$ cat config.mk
export PLATFORM = sky130hd
export DESIGN_NAME = fbsc_store
export DESIGN_NICKNAME = d
export VERILOG_FILES = /design/src/frustum_box_sphere_cull_unit_assert.svh /design/src/fbsc_store.sv
export SDC_FILE = /design/constraint.sdc
export NUM_CORES = 2
export LEC_CHECK = 0
export ABC_AREA = 0
export BUFFER_PORTS_ARGS = -buffer_cell sky130_fd_sc_hd__buf_2
export CAP_MARGIN = 20
export CORE_ASPECT_RATIO = 1.4
export CORE_MARGIN = 2
export CORE_UTILIZATION = 52
export CTS_CLUSTER_DIAMETER = 30
export DETAILED_ROUTE_END_ITERATION = 6
export GPL_ROUTABILITY_DRIVEN = 0
export MAX_ROUTING_LAYER = met4
export PLACE_DENSITY = 0.72
export SETUP_SLACK_MARGIN = 0.1
export SYNTH_ARGS = -nofsm -noshare
export SYNTH_HDL_FRONTEND = slang
export SYNTH_SLANG_ARGS = --single-unit
$ cat constraint.sdc
create_clock -name clk -period 11.15 [get_ports clk]
set_clock_uncertainty 0.15 [all_clocks]
set_input_delay 1.6725 -clock clk [delete_from_list [all_inputs] [get_ports clk]]
set_output_delay 1.6725 -clock clk [all_outputs]
set_load 0.02 [all_outputs]
$ cat src/frustum_box_sphere_cull_unit_assert.svh
// Assertion macros for the frustum cull unit.
`ifndef FRUSTUM_BOX_SPHERE_CULL_UNIT_ASSERT_SVH
`define FRUSTUM_BOX_SPHERE_CULL_UNIT_ASSERT_SVH

// Implication checked on every rising clock edge outside reset.
`define FBSC_ASSERT_IMPL(label, ante, cons, msg) \
  label: assert property (@(posedge clk) disable iff (rst) (ante) |-> (cons)) \
    else $error(msg);

// Next-cycle implication checked outside reset.
`define FBSC_ASSERT_NEXT(label, ante, cons, msg) \
  label: assert property (@(posedge clk) disable iff (rst) (ante) |=> (cons)) \
    else $error(msg);

`endif

$ cat src/fbsc_store.sv
// ----------------------------------------------------------------------------
// fbsc_store
// Plane and corner memories, one write port and one registered read port.
// ----------------------------------------------------------------------------
module fbsc_store #(
  parameter int unsigned WORD_BITS = 32
) (
  input  logic                   clk,
  input  logic                   plane_we,
  input  logic                   corner_we,
  input  logic [2:0]             waddr,
  input  logic [WORD_BITS-1:0]   wa,
  input  logic [WORD_BITS-1:0]   wb,
  input  logic [WORD_BITS-1:0]   wc,
  input  logic [WORD_BITS-1:0]   wd,
  input  logic [2:0]             raddr,
  output logic [4*WORD_BITS-1:0] plane_q,
  output logic [3*WORD_BITS-1:0] corner_q
);

  logic [4*WORD_BITS-1:0] plane_mem  [0:5];
  logic [3*WORD_BITS-1:0] corner_mem [0:7];

  always_ff @(posedge clk) begin
    if (plane_we && waddr < 3'd6) begin
      plane_mem[waddr] <= {wa, wb, wc, wd};
    end
    if (corner_we) begin
      corner_mem[waddr] <= {wa, wb, wc};
    end
    // Plane reads beyond the last slot return slot 0; only corners reach them.
    plane_q  <= plane_mem[(raddr < 3'd6) ? raddr : 3'd0];
    corner_q <= corner_mem[raddr];
  end

endmodule

* Yosys cells after proc, flatten, opt, wreduce, memory -nomap -nowiden
Memory sizes are Yosys's and may differ from the RTL's. A register that Yosys moved wholly into a read port is not among the register bits.
Cells that the tools add are included.
** Word-level totals
- Register bits :: 0
- Bits of input ports :: 137
- Bits in writable memories :: 1536
- Memories kept :: 2
** Memories
- corner_mem :: words 8, bits a word 96, read ports 1, clocked after Yosys merged registers in 1, wr ports 1, line fbsc_store.sv:22 : logic [3*WORD_BITS-1:0] corner_mem [0:7];
- plane_mem :: words 6, bits a word 128, read ports 1, clocked after Yosys merged registers in 1, wr ports 1, line fbsc_store.sv:21 : logic [4*WORD_BITS-1:0] plane_mem [0:5];
** Cells by class
- Reductions and logical operators :: 1
- $lt $le $gt $ge :: 2
- Multiplexer cells :: 5
** Operator list (count)
- 3-bit < comparator, second input constant :: 2
- 1-bit two-way mux :: 4
- 3-bit two-way mux :: 1
- 1-bit logical AND :: 1

* Longest topological paths before layout
- Word-level depth :: 4
- Depth in mapped cells :: 7

* Least setup slack after synthesis
OpenSTA, ideal clock, no wires.
- Kind :: input -> register
- From :: input waddr[0]
- To :: memory plane_mem[0][0] (netlist name), enable pin
- Data arrival time :: 10506 ps
- Buffers on the path :: 0
- Stages on the path :: 1
- Required time :: 10226 ps
- Library setup time :: 774 ps
- Path slack :: -280 ps
- Path through :: nor3_1
** On the way
- Cells in the longest elaborated chain, start to end :: 4
** Ends and longest elaborated chain
- start: declaration :: line fbsc_store.sv:11 : input logic [2:0] waddr,
- 3-bit < comparator :: line fbsc_store.sv:25 : if (plane_we && waddr < 3'd6) begin
- 1-bit logical AND :: line fbsc_store.sv:25
- 1-bit two-way mux :: line fbsc_store.sv:25
- 1-bit two-way mux (implied by the code) :: line fbsc_store.sv:26 : plane_mem[waddr] <= {wa, wb, wc, wd};
- end: declaration :: line fbsc_store.sv:21
Parallel ways exist; a longest one is shown, timed or not.

==> results.yml <==
clocking:
  post_cts_resize_count: 0
  cts.htree.levels: 4
  clkSlewWorstSetupHoldPaths_ns: 0.05
  clk_path_buf_depth: 3
  clock-root-buffer: "sky130_fd_sc_hd__clkbuf_16"
  worst_skew_pair.late_latency_ns: 0.84
  cts_setup_buffers: 0
  cts.sink_count: 1760
  cts_buffers: 222
  holdBufCountCts: 0
  cts_tree: "yes"
cells_and_area:
  synth_to_layout_area_growth_pct: 17.8
  final_nets: 3615
  fill_cells: 8269
  final_layout_size_suffix_gt1_share_pct: 31.1
  post_layout_instance_count_excluding_filler_cells: 5311
power_and_ir_drop:
  leakage_power_summed_over_all_cells_uw: 0.0257
  max_vdd_drop_mv: 0.169
  p_per_area_nw_per_um2: 207
global_routing:
  grtUsageTotal_pct: 22.8
  gr-total-overflow: 0
  via_count_of_the_first_global_routing_pass: 31900
  antenna_found_initial: 15
  grt_start_max_net_pins: 112
  grt_pass1_wl_mm: 204
routing:
  wl_per_cell_um: 26.1
  wl_mm: 139
  drc: 0
  drtIter0Drc: 2346
  final_antenna_net_count: 0
  detailroute.via_count: 30900
  first_pass_iters: 5
  viasPerCell: 5.82
timing:
  timing_worst_slew_pin_value_ns: 1.16
  final.min_clock_period_ns: 4.26
  finalSetupTns_ns: 0
  timing.final.crit_share_pct: 38.2
  setup_viol: 0
  final-max-slew-violation-count: 0
  grt_setup_unrepaired: "no"
  final_hold_vio_count: 0
  slew_headroom_pct: 23.0
  max_clock_freq_mhz: 235
floorplan:
  starting_density_of_the_core_pct: 52.2
  top_level_ports: 361
  core-area_um2: 122000
  die_height_um: 419
  die-area_um2: 126000
  chipWidth_um: 300
  row_count: 152
worst_setup_path:
  worst_ep_required_time_ns: 11.71
  crit_path_start: "raddr[0]"
  crit_path_capture_type: "register"
  reg2reg_from: "plane_mem[3][31]$_DFFE_PP_"
  data_arrival_critical_path_ns: 4.81
  critical_path.startpoint_type: "input pin"
  critPathMaxFanout: 107
  setup.worst_path.class: "in -> reg"
synth:
  syn-instance-count: 3006
  synth_cell_type_count: 18
  yosys_warnings: 0
  postSynthAreaPerCell_um2: 21.3
  ys_ff_latch: 1760
  syn_nets: 3143
  syn_area_um2: 63900
  seq_area_frac_synth_pct: 79.2
job:
  max_cap_violations: 0
place:
  placed_cells: 4871
  detailedPlacementHpwl_mm: 69.8
  place.port_buffers: 360
status:
  status: "finished, final reports clean"
hold_path:
  min_path_type: "reg -> reg"
  hold_path.startpoint: "plane_mem[4][25]$_DFFE_PP_"
-- cells by family (layout without fill, tap and decap cells) --
logic type | count (synthesis) | count (layout) | synth area share [%]
mux | 672 | 672 | 14.7
flops | 1760 | 1760 | 79.2
buf+inv | 167 | 838 | 1.38
compound gates | 256 | 256 | 3.26
simple gates | 151 | 151 | 1.42
other cells | 0 | 17 | 0
-- stage by stage --
stage          cell area [um2]  power [uW]  hold slack (ns)  utilization (%)  setup WS, ns
2_1_floorplan            63900        8160            0.380                -          1.98
5_1_grt                  75300       16100            0.424             61.5          6.77
3_5_place_dp             67400        8500            0.402             55.1          6.10
6_report                 75300       15600            0.405             61.6          6.89
4_1_cts                  75200       15700            0.410             61.5          6.97
3_3_place_gp             67400        8480            0.389             55.1          6.11
-- synth_stat cells (all sizes together) --
cell    instances  area, um2
edfxtp       1536      46100
mux2i         256       2560
dfxtp         224       4480
mux2          224       2520
mux4          192       4320
nand2b        133        832
o211ai        128        961
o221ai        128       1120
buf            90        593
clkbuf         77        289
nor2           10       37.5
nor3            4       20.0
nand2           3       11.3
or2             1       6.26
-- placed cells by master (no fill, tap or decap), drive strengths merged, types with 74 or more instances in the layout --
cell type     n
buf         415
clkbuf      258
clkinv       74
dfxtp       224
edfxtp     1536
mux2        224
mux2i       256
mux4        192
nand2b      133
o211ai      128
o221ai      128
-- metal layers --
layer  share of wire (%)  GRT usage (%)  up-vias
met3                 6.2           4.41      232
met1                  41           28.9    16300
met2                  50           36.8     1050
li1                    -              -    13400
met4                 2.7           8.12        0
met5                   0              -        -
-- power by group --
group | total [uW] | internal, uW | switching, uW
Sequential | 7530 | 7440 | 89.1
Clock | 7260 | 4370 | 2890
Combinational | 825 | 301 | 524
Total | 15600 | 12100 | 3500
-- cell type report --
| cell class | instances | area, um2 | area share (%) |
|---|---|---|---|
| diodes | 17 | 42.5 | 0.0565 |
| clock buffers | 258 | 5900 | 7.83 |
| clock inverters | 165 | 1910 | 2.53 |
| multi-input cells | 1079 | 12500 | 16.6 |
| flip-flops and latches | 1760 | 50600 | 67.2 |
| well taps | 1617 | 2020 | 2.69 |
| repair buffers | 415 | 2280 | 3.03 |
-- worst max-delay path: stages --
cell and delay, ns:
sky130_fd_sc_hd__buf_8 0.51, sky130_fd_sc_hd__buf_12 0.62, sky130_fd_sc_hd__buf_4 0.82, sky130_fd_sc_hd__mux4_2 0.60, sky130_fd_sc_hd__mux2_2 0.29
-- flip-flops by register name (all words and copies together) (netlist names) --
name	flops
corner_mem	768
corner_q	96
plane_mem	768
plane_q	128
-- worst paths after layout --
path	to	slack, ns	depth (start not counted)
hold / removal	plane_q[25]$_DFF_P_	0.41	2
hold reg to reg	plane_q[25]$_DFF_P_	0.41	2
setup reg to reg	plane_q[31]$_DFF_P_	9.69	3
setup / recovery	corner_q[14]$_DFF_P_	6.89	5
(Power assumes the default switching activity.)
